`config.mk`:
```
export PLATFORM = sky130hd
export DESIGN_NAME = json_string_escaper
export DESIGN_NICKNAME = d
export VERILOG_FILES = /design/src/hw/rtl/jse_pkg.sv /design/src/hw/rtl/json_string_escaper.sv /design/src/hw/rtl/jse_front.sv /design/src/hw/rtl/jse_queue.sv /design/src/hw/rtl/jse_back.sv
export VERILOG_INCLUDE_DIRS = /design/src /design/src/hw/rtl
export SDC_FILE = /design/constraint.sdc
export NUM_CORES = 1
export LEC_CHECK = 0
export ABC_CLOCK_PERIOD_IN_PS = 8100
export BUFFER_PORTS_ARGS = -buffer_cell sky130_fd_sc_hd__buf_2
export CORE_MARGIN = 10
export CORE_UTILIZATION = 45
export DETAILED_ROUTE_END_ITERATION = 6
export SETUP_SLACK_MARGIN = 0.2
export SLEW_MARGIN = 20
export SYNTH_ARGS = -nofsm -noshare
export SYNTH_HDL_FRONTEND = slang
export SYNTH_SLANG_ARGS = --single-unit
export TNS_END_PERCENT = 50
```
`constraint.sdc`:
```
create_clock -name clk -period 8.1 [get_ports clk]
set_input_delay 0 -clock clk [delete_from_list [all_inputs] [get_ports clk]]
set_output_delay 0 -clock clk [all_outputs]
set_load 0.1 [all_outputs]
```
`src/hw/rtl/json_string_escaper_macros.svh`:
```
// Assertion helpers for the escaper. All checks are clocked on clk and
// are switched off while rst_n is low.
`ifndef JSON_STRING_ESCAPER_MACROS_SVH
`define JSON_STRING_ESCAPER_MACROS_SVH

// The consequent must hold in the same cycle as the antecedent.
`define JSE_ASSERT_NOW(lbl, ante, cons) \
  lbl: assert property (@(posedge clk) disable iff (!rst_n) (ante) |-> (cons)) \
    else $error("json_string_escaper: same-cycle check failed");

// The consequent must hold in the cycle after the antecedent.
`define JSE_ASSERT_NEXT(lbl, ante, cons) \
  lbl: assert property (@(posedge clk) disable iff (!rst_n) (ante) |=> (cons)) \
    else $error("json_string_escaper: next-cycle check failed");

`endif

```
`src/hw/rtl/jse_pkg.sv`:
```
`default_nettype none
package jse_pkg;

  localparam int unsigned QDepth = 4;
  localparam int unsigned QPtrW  = $clog2(QDepth);
  localparam int unsigned QCntW  = $clog2(QDepth + 1);

  typedef enum logic [1:0] {
    REQ_START = 2'd0,
    REQ_DATA  = 2'd1,
    REQ_END   = 2'd2
  } req_t;

  typedef enum logic [2:0] {
    ERR_NONE      = 3'd0,
    ERR_BAD_LEAD  = 3'd1,
    ERR_BAD_CONT  = 3'd2,
    ERR_OVERLONG  = 3'd3,
    ERR_TRUNCATED = 3'd4,
    ERR_RANGE     = 3'd5
  } err_t;

  typedef enum logic [2:0] {
    CMD_CHAR,
    CMD_ESC2,
    CMD_U16,
    CMD_PAIR,
    CMD_ERR
  } cmd_kind_t;

  typedef struct packed {
    cmd_kind_t   kind;
    logic [15:0] val0;
    logic [15:0] val1;
    err_t        err;
  } cmd_t;

  typedef struct packed {
    logic             empty;
    logic             full;
    logic [QCntW-1:0] count;
  } qstat_t;

  localparam logic [7:0] CH_QUOTE = 8'h22;
  localparam logic [7:0] CH_BSL   = 8'h5C;
  localparam logic [7:0] CH_U     = 8'h75;

  localparam logic [20:0] CP_MAX      = 21'h10FFFF;
  localparam logic [20:0] CP_SUR_LO   = 21'h00D800;
  localparam logic [20:0] CP_SUR_HI   = 21'h00DFFF;
  localparam logic [20:0] CP_PLANE1   = 21'h010000;
  localparam logic [20:0] CP_BMP_MAX  = 21'h00FFFF;
  localparam logic [5:0]  SUR_HI_PFX  = 6'b110110;
  localparam logic [5:0]  SUR_LO_PFX  = 6'b110111;

  function automatic logic [7:0] hex_char(input logic [3:0] nib);
    logic [7:0] c;
    if (nib < 4'd10) begin
      c = 8'h30 + {4'h0, nib};
    end else begin
      c = 8'h37 + {4'h0, nib};
    end
    return c;
  endfunction

endpackage
`default_nettype wire

```
`src/hw/rtl/json_string_escaper.sv`:
```
// JSON string escaper. Each input transfer is a start marker, a string
// byte or an end marker (in_tuser); each output transfer is one byte of
// the quoted, escaped string, or an error result with out_tuser low and
// the code in out_tdata. out_tlast closes the results of one input item.
// The front end accepts one item per cycle while the queue is not full
// and decodes it into at most one command; a four-entry command queue
// separates it from the back end, which writes one output byte per
// cycle, unless out_tready stalls or the queue is empty, from a
// registered output stage. A short escape gives two bytes, a \uXXXX
// escape six and a surrogate pair twelve; the output port sets the
// sustained rate. An item passes through its queue entry and then the
// output register. The user must write ascii_mode through the cfg port
// only while the block is idle; the block itself does not enforce this.
`default_nettype none
`include "json_string_escaper_macros.svh"
module json_string_escaper import jse_pkg::*; (
  input  logic        clk,
  input  logic        rst_n,
  input  logic        cfg_valid,
  output logic        cfg_ready,
  input  logic        cfg_data,   // ascii_mode
  input  logic        in_tvalid,
  output logic        in_tready,
  input  logic [7:0]  in_tdata,   // data_byte
  input  logic [1:0]  in_tuser,   // req_type
  output logic        out_tvalid,
  input  logic        out_tready,
  output logic [15:0] out_tdata,  // out_byte [7:0], error_code [10:8], zero above
  output logic        out_tuser,  // byte_valid
  output logic        out_tlast   // last_of_run
);

  qstat_t q_stat;
  logic   push;
  logic   pop;
  cmd_t   push_cmd;
  cmd_t   head;

  jse_front u_front (
    .clk       (clk),
    .rst_n     (rst_n),
    .cfg_valid (cfg_valid),
    .cfg_ready (cfg_ready),
    .cfg_data  (cfg_data),
    .in_tvalid (in_tvalid),
    .in_tready (in_tready),
    .in_tdata  (in_tdata),
    .in_tuser  (in_tuser),
    .q_stat    (q_stat),
    .push      (push),
    .push_cmd  (push_cmd)
  );

  jse_queue u_queue (
    .clk      (clk),
    .rst_n    (rst_n),
    .push     (push),
    .push_cmd (push_cmd),
    .pop      (pop),
    .head     (head),
    .q_stat   (q_stat)
  );

  jse_back u_back (
    .clk        (clk),
    .rst_n      (rst_n),
    .head       (head),
    .q_stat     (q_stat),
    .pop        (pop),
    .out_tvalid (out_tvalid),
    .out_tready (out_tready),
    .out_tdata  (out_tdata),
    .out_tuser  (out_tuser),
    .out_tlast  (out_tlast)
  );

  `JSE_ASSERT_NOW(a_err_is_single, out_tvalid && !out_tuser, out_tlast && out_tdata[7:0] == 8'h00)
  `JSE_ASSERT_NOW(a_char_no_code, out_tvalid && out_tuser, out_tdata[10:8] == ERR_NONE)
  `JSE_ASSERT_NOW(a_queue_bound, 1'b1, q_stat.count <= QCntW'(QDepth) && (in_tready == !q_stat.full))
  `JSE_ASSERT_NOW(a_no_pop_empty, pop, !q_stat.empty)
  `JSE_ASSERT_NEXT(a_push_fills, push && !pop, !q_stat.empty)

endmodule
`default_nettype wire

```
`src/hw/rtl/jse_front.sv`:
```
`default_nettype none
module jse_front import jse_pkg::*; (
  input  logic       clk,
  input  logic       rst_n,
  input  logic       cfg_valid,
  output logic       cfg_ready,
  input  logic       cfg_data,
  input  logic       in_tvalid,
  output logic       in_tready,
  input  logic [7:0] in_tdata,
  input  logic [1:0] in_tuser,
  input  qstat_t     q_stat,
  output logic       push,
  output cmd_t       push_cmd
);

  logic        ascii_mode_r;
  logic [1:0]  bytes_left_r, bytes_left_nxt;
  logic [1:0]  seq_len_r, seq_len_nxt;
  logic [20:0] partial_r, partial_nxt;
  logic        err_seen_r, err_seen_nxt;

  logic        accept;
  logic [7:0]  b;
  logic [20:0] cp_n;
  logic [20:0] lim;
  logic [20:0] s;

  assign cfg_ready = 1'b1;
  assign in_tready = !q_stat.full;
  assign accept    = in_tvalid && in_tready;
  assign b         = in_tdata;
  assign cp_n      = {partial_r[14:0], b[5:0]};
  assign s         = cp_n - CP_PLANE1;

  always_comb begin
    unique case (seq_len_r)
      2'd1:    lim = 21'h000080;
      2'd2:    lim = 21'h000800;
      default: lim = 21'h010000;
    endcase
  end

  always_comb begin
    bytes_left_nxt = bytes_left_r;
    seq_len_nxt    = seq_len_r;
    partial_nxt    = partial_r;
    err_seen_nxt   = err_seen_r;
    push           = 1'b0;
    push_cmd       = '{kind: CMD_CHAR, val0: 16'h0000, val1: 16'h0000, err: ERR_NONE};
    if (accept) begin
      unique case (in_tuser)
        REQ_START: begin
          bytes_left_nxt = 2'd0;
          seq_len_nxt    = 2'd0;
          partial_nxt    = '0;
          err_seen_nxt   = 1'b0;
          push           = 1'b1;
          push_cmd.val0  = {8'h00, CH_QUOTE};
        end
        REQ_DATA: begin
          if (!err_seen_r) begin
            if (bytes_left_r != 2'd0) begin
              if (b[7:6] != 2'b10) begin
                push           = 1'b1;
                push_cmd.kind  = CMD_ERR;
                push_cmd.err   = ERR_BAD_CONT;
                err_seen_nxt   = 1'b1;
                bytes_left_nxt = 2'd0;
                seq_len_nxt    = 2'd0;
                partial_nxt    = '0;
              end else if (bytes_left_r != 2'd1) begin
                partial_nxt    = cp_n;
                bytes_left_nxt = bytes_left_r - 2'd1;
              end else begin
                bytes_left_nxt = 2'd0;
                seq_len_nxt    = 2'd0;
                partial_nxt    = '0;
                push           = 1'b1;
                if (cp_n < lim) begin
                  push_cmd.kind = CMD_ERR;
                  push_cmd.err  = ERR_OVERLONG;
                  err_seen_nxt  = 1'b1;
                end else if (cp_n > CP_MAX || (cp_n >= CP_SUR_LO && cp_n <= CP_SUR_HI)) begin
                  push_cmd.kind = CMD_ERR;
                  push_cmd.err  = ERR_RANGE;
                  err_seen_nxt  = 1'b1;
                end else if (cp_n <= CP_BMP_MAX) begin
                  push_cmd.kind = CMD_U16;
                  push_cmd.val0 = cp_n[15:0];
                end else begin
                  push_cmd.kind = CMD_PAIR;
                  push_cmd.val0 = {SUR_HI_PFX, s[19:10]};
                  push_cmd.val1 = {SUR_LO_PFX, s[9:0]};
                end
              end
            end else if (b < 8'h20) begin
              push = 1'b1;
              unique case (b)
                8'h08: begin push_cmd.kind = CMD_ESC2; push_cmd.val0 = 16'h0062; end
                8'h09: begin push_cmd.kind = CMD_ESC2; push_cmd.val0 = 16'h0074; end
                8'h0A: begin push_cmd.kind = CMD_ESC2; push_cmd.val0 = 16'h006E; end
                8'h0C: begin push_cmd.kind = CMD_ESC2; push_cmd.val0 = 16'h0066; end
                8'h0D: begin push_cmd.kind = CMD_ESC2; push_cmd.val0 = 16'h0072; end
                default: begin
                  push_cmd.kind = CMD_U16;
                  push_cmd.val0 = {8'h00, b};
                end
              endcase
            end else if (b == CH_QUOTE || b == CH_BSL) begin
              push          = 1'b1;
              push_cmd.kind = CMD_ESC2;
              push_cmd.val0 = {8'h00, b};
            end else if (ascii_mode_r && b[7]) begin
              if (b < 8'hC0 || b >= 8'hF8) begin
                push          = 1'b1;
                push_cmd.kind = CMD_ERR;
                push_cmd.err  = ERR_BAD_LEAD;
                err_seen_nxt  = 1'b1;
              end else if (b < 8'hE0) begin
                seq_len_nxt    = 2'd1;
                bytes_left_nxt = 2'd1;
                partial_nxt    = {16'h0000, b[4:0]};
              end else if (b < 8'hF0) begin
                seq_len_nxt    = 2'd2;
                bytes_left_nxt = 2'd2;
                partial_nxt    = {17'h00000, b[3:0]};
              end else begin
                seq_len_nxt    = 2'd3;
                bytes_left_nxt = 2'd3;
                partial_nxt    = {18'h00000, b[2:0]};
              end
            end else begin
              push          = 1'b1;
              push_cmd.val0 = {8'h00, b};
            end
          end
        end
        REQ_END: begin
          bytes_left_nxt = 2'd0;
          seq_len_nxt    = 2'd0;
          partial_nxt    = '0;
          err_seen_nxt   = 1'b0;
          if (!err_seen_r) begin
            push = 1'b1;
            if (bytes_left_r != 2'd0) begin
              push_cmd.kind = CMD_ERR;
              push_cmd.err  = ERR_TRUNCATED;
            end else begin
              push_cmd.val0 = {8'h00, CH_QUOTE};
            end
          end
        end
        default: begin
        end
      endcase
    end
  end

  always_ff @(posedge clk) begin
    if (!rst_n) begin
      ascii_mode_r <= 1'b0;
      bytes_left_r <= 2'd0;
      seq_len_r    <= 2'd0;
      partial_r    <= '0;
      err_seen_r   <= 1'b0;
    end else begin
      if (cfg_valid && cfg_ready) begin
        ascii_mode_r <= cfg_data;
      end
      bytes_left_r <= bytes_left_nxt;
      seq_len_r    <= seq_len_nxt;
      partial_r    <= partial_nxt;
      err_seen_r   <= err_seen_nxt;
    end
  end

endmodule
`default_nettype wire

```
`src/hw/rtl/jse_queue.sv`:
```
`default_nettype none
module jse_queue import jse_pkg::*; (
  input  logic   clk,
  input  logic   rst_n,
  input  logic   push,
  input  cmd_t   push_cmd,
  input  logic   pop,
  output cmd_t   head,
  output qstat_t q_stat
);

  cmd_t             mem_r [QDepth];
  logic [QPtrW-1:0] wr_ptr_r;
  logic [QPtrW-1:0] rd_ptr_r;
  logic [QCntW-1:0] count_r;

  assign head         = mem_r[rd_ptr_r];
  assign q_stat.count = count_r;
  assign q_stat.empty = (count_r == '0);
  assign q_stat.full  = (count_r == QCntW'(QDepth));

  always_ff @(posedge clk) begin
    if (push) begin
      mem_r[wr_ptr_r] <= push_cmd;
    end
  end

  always_ff @(posedge clk) begin
    if (!rst_n) begin
      wr_ptr_r <= '0;
      rd_ptr_r <= '0;
      count_r  <= '0;
    end else begin
      if (push) begin
        wr_ptr_r <= QPtrW'((32'(wr_ptr_r) + 1) % QDepth);
      end
      if (pop) begin
        rd_ptr_r <= QPtrW'((32'(rd_ptr_r) + 1) % QDepth);
      end
      if (push && !pop) begin
        count_r <= count_r + QCntW'(1);
      end else if (pop && !push) begin
        count_r <= count_r - QCntW'(1);
      end
    end
  end

endmodule
`default_nettype wire

```
`src/hw/rtl/jse_back.sv`:
```
`default_nettype none
module jse_back import jse_pkg::*; (
  input  logic        clk,
  input  logic        rst_n,
  input  cmd_t        head,
  input  qstat_t      q_stat,
  output logic        pop,
  output logic        out_tvalid,
  input  logic        out_tready,
  output logic [15:0] out_tdata,
  output logic        out_tuser,
  output logic        out_tlast
);

  logic [3:0]  idx_r, idx_nxt;
  logic        tvalid_r, tvalid_nxt;
  logic [7:0]  byte_r;
  logic [2:0]  err_r;
  logic        bvalid_r;
  logic        last_r;

  logic        emit;
  logic [3:0]  last_idx;
  logic        is_last;
  logic        second;
  logic [15:0] seg;
  logic [2:0]  pos;
  logic [7:0]  ch;

  assign emit    = !q_stat.empty && (!tvalid_r || out_tready);
  assign is_last = (idx_r == last_idx);
  assign pop     = emit && is_last;
  assign second  = (idx_r >= 4'd6);
  assign seg     = second ? head.val1 : head.val0;
  assign pos     = second ? 3'(idx_r - 4'd6) : idx_r[2:0];

  always_comb begin
    unique case (head.kind)
      CMD_ESC2: last_idx = 4'd1;
      CMD_U16:  last_idx = 4'd5;
      CMD_PAIR: last_idx = 4'd11;
      default:  last_idx = 4'd0;
    endcase
  end

  always_comb begin
    ch = 8'h00;
    unique case (head.kind)
      CMD_CHAR: ch = head.val0[7:0];
      CMD_ESC2: ch = (idx_r == 4'd0) ? CH_BSL : head.val0[7:0];
      CMD_U16, CMD_PAIR: begin
        unique case (pos)
          3'd0:    ch = CH_BSL;
          3'd1:    ch = CH_U;
          3'd2:    ch = hex_char(seg[15:12]);
          3'd3:    ch = hex_char(seg[11:8]);
          3'd4:    ch = hex_char(seg[7:4]);
          default: ch = hex_char(seg[3:0]);
        endcase
      end
      default: ch = 8'h00;
    endcase
  end

  always_comb begin
    idx_nxt    = idx_r;
    tvalid_nxt = tvalid_r;
    if (out_tready) begin
      tvalid_nxt = 1'b0;
    end
    if (emit) begin
      tvalid_nxt = 1'b1;
      idx_nxt    = is_last ? 4'd0 : idx_r + 4'd1;
    end
  end

  always_ff @(posedge clk) begin
    if (!rst_n) begin
      idx_r    <= 4'd0;
      tvalid_r <= 1'b0;
    end else begin
      idx_r    <= idx_nxt;
      tvalid_r <= tvalid_nxt;
    end
  end

  always_ff @(posedge clk) begin
    if (emit) begin
      byte_r   <= ch;
      err_r    <= (head.kind == CMD_ERR) ? head.err : ERR_NONE;
      bvalid_r <= (head.kind != CMD_ERR);
      last_r   <= is_last;
    end
  end

  assign out_tvalid = tvalid_r;
  assign out_tdata  = {5'b00000, err_r, byte_r};
  assign out_tuser  = bvalid_r;
  assign out_tlast  = last_r;

endmodule
`default_nettype wire
```
==> reports/metrics.yaml <==
grt_use_total_pct: 15.9
ios: 37
grt_pass1_wl_um: 32800
synth-edff-count: 145
fin_util_pct: 51.0
layout_min_cycle_time_ps: 4030
totalWireLength_um: 20400
critPathCaptureType: "flop"
final.period_utilization_pct: 49.7
avgSynthCellArea_um2: 12.5
status: "finished clean"
antenna_found_initial: 0
required_ps: 8460
power_per_cell_area_mw_per_mm2: 288
cts_root_buf: "clkbuf_16"
crit_chain: "buf_4, mux4_2, nor2b_1, nor4_1, o311a_2, nand2_1, ha_1, inv_1, fa_1, xor2_1, or3_1, a21oi_1"
hp-class: "in2reg"
leakage_nw: 3.40
postRouteAntennaNets: 0
start_util_pct: 45.9
async_flop_share_pct: 0
drive_gt1_share_pct: 16.3
fill_cells: 1738
overflow: 0
drt-initial-drc-count: 339
slowest_stage: "mux4_2"
vias_per_cell: 5.82
synth.top_cells.by_count: "145 x edfxtp_1, 48 x nand2_1, 48 x nor2_1"
cts_resized: 0
clock-sinks: 180
multi_input_area_mm2: 0.00359
synth_cell_types: 83
setup_violations: 0
clk_latency_ps: 430
cts_htree_levels: 4
drv_slew: 0
critPathArrivalTime_ps: 4380
area_growth_pct: 11.2
grt_pass1_vias: 6102
setup_tns_ps: 0
yosysMostFrequentCell: "edfxtp_1"
coreArea_mm2: 0.0196
ys_ff_latch: 180
final_hold_viol_count: 0
yosys.area.top_type_share_pct: 48.4
port_buffers: 30
routabilityCongestion: 0.906
crit_type: "reg2reg"
synth.yosys.seq_area_share_pct: 56.2
cts_tree: "done"
layout.nets: 791
grt_setup_unrepaired: "false"
irDropWorstVdd_mv: 0.143
fp.dieW_um: 161
cts_buffers: 17
drt_pass1_iterations: 5
slew-limit-headroom_pct: 30.7
drc: 0
netlist_top_cells_area: "edfxtp_1 48%, dfxtp_1 7.8%, mux4_2 7.3%"
num_antenna_cells: 0
finClkSkew_ps: 12.6
die_h_um: 161
path_max_fanout: 21
regArea_mm2: 0.00506
syn-cell-area_mm2: 0.00899
synthCells: 720
row_count: 51
routedWlPerCell_um: 19.8
slowest_delay_ps: 660
ys.flop_type: "edfxtp_1"
clkTransAtPathRegs_ps: 70
grt_start_max_net_pins: 34
yosysTopAreaCell: "edfxtp_1"
clock_path_buffers: 2
startpoint_type: "flop"
max_cap_viol_count: 0
die_area_mm2: 0.0260
power_mw: 2.88
worst_pin_slew_ps: 1040
fmax_ghz: 0.248
num_vias: 5980
hpwl_um: 14400
yosys_warnings: 0
## cell usage in the layout, fill, tap and decap left out, types with 7 or more instances in the layout
cell | Yosys | layout
nor4_1 | 8 | 8
mux2i_1 | 12 | 12
mux2_2 | 8 | 8
buf_2 | 11 | 30
edfxtp_1 | 145 | 145
dfxtp_1 | 35 | 34
nor2_1 | 48 | 48
nor3_1 | 12 | 12
o21ai_1 | 10 | 10
inv_1 | 34 | 34
and3_1 | 12 | 12
buf_4 | 6 | 7
mux4_2 | 29 | 29
clkbuf_16 | 0 | 17
nand3_1 | 30 | 30
nand2b_1 | 9 | 9
ha_1 | 24 | 24
and2_1 | 17 | 17
nand4_1 | 11 | 11
nand2_1 | 48 | 48
dlygate4sd3_1 | 0 | 11
a21oi_1 | 44 | 44
o21ai_0 | 24 | 24
## power by group
part / internal (mW) / switching (mW)
Clock: 0.432 / 0.369
Sequential: 1.09 / 0.0538
Combinational: 0.282 / 0.647
Total: 1.81 / 1.07
## worst paths after layout
check	from	depth (start not counted)	end	slack [ps]
worst min-delay path	in_tdata[6]	4	u_front.bytes_left_r[1]$_SDFFE_PN0P_	50
worst max register to register	flop	12	u_queue.count_r[2]$_SDFFE_PN0P_	4070
worst min register to register	u_front.bytes_left_r[1]$_SDFFE_PN0P_	2	u_front.bytes_left_r[1]$_SDFFE_PN0P_	460
worst max-delay path	flop	12	u_queue.count_r[2]$_SDFFE_PN0P_	4070
## layer usage
metal / wire, um / up-vias / part of all wire (%) / global-route usage [%]
li1: - / 2807 / - / -
met5: 0 / - / 0 / 0
met4: 354 / 0 / 1.7 / 5.42
met2: 9930 / 160 / 49 / 26.4
met3: 870 / 32 / 4.3 / 3.13
met1: 9200 / 2981 / 45 / 20.5
## state kept, by name, summed over array words and instances (netlist names), named ones only
register              cells
u_queue.mem_r           132
u_front.partial_r        15
u_back.byte_r             8
u_back.idx_r              4
u_back.err_r              3
u_queue.count_r           3
u_front.bytes_left_r      2
u_front.seq_len_r         2
u_queue.rd_ptr_r          2
u_queue.wr_ptr_r          2
u_back.out_tlast          1
u_back.out_tuser          1
u_back.out_tvalid         1
u_front.ascii_mode_r      1
u_front.err_seen_r        1
## stage by stage
step	setup WS, ps	std cells	hold WS (ps)	area [um^2]
after floorplan	5120	724	138	9010
after global placement	4060	985	251	9310
after detailed placement	4000	985	255	9310
after CTS	3960	1028	22.3	10000
after global routing	3690	1028	62.7	10000
final	4070	1028	54.2	10000
## worst max-delay path: cells and delay by family (launching register included)
family | cells | cell delay, ps
xor gates and xnor gates | 1 | 160
AOI/OAI and AO/OA | 2 | 600
DFF | 1 | 600
muxes | 1 | 660
adders and majority gates | 2 | 570
buffers and inverters | 2 | 530
and+or+nand+nor | 4 | 810
## area by class of cell
class | instances | area share [%]
clock buffer | 17 | 4.26
inverter | 34 | 1.28
tap | 265 | 3.32
sequential | 180 | 50.6
multi-input combinational | 469 | 35.9
clock inverter | 15 | 1.49
timing repair buffer | 48 | 3.13
## cell families after synthesis
group	Yosys count	share of synthesized area [%]
and+or+nand+nor	231	13.8
buffers and inverters	75	3.99
muxes	54	10.9
other	2	0.0835
xor gates and xnor gates	10	0.974
AOI/OAI and AO/OA	143	10.4
adders and majority gates	25	3.56
DFF	180	56.2
## repair_timing
action | 4_1_cts | 5_1_grt
buffers inserted | 0 | 0
hold buffers | 11 | 0
hold endpoints to repair | 12 | 0
No activity file was read; power rests on OpenSTA's default activity.
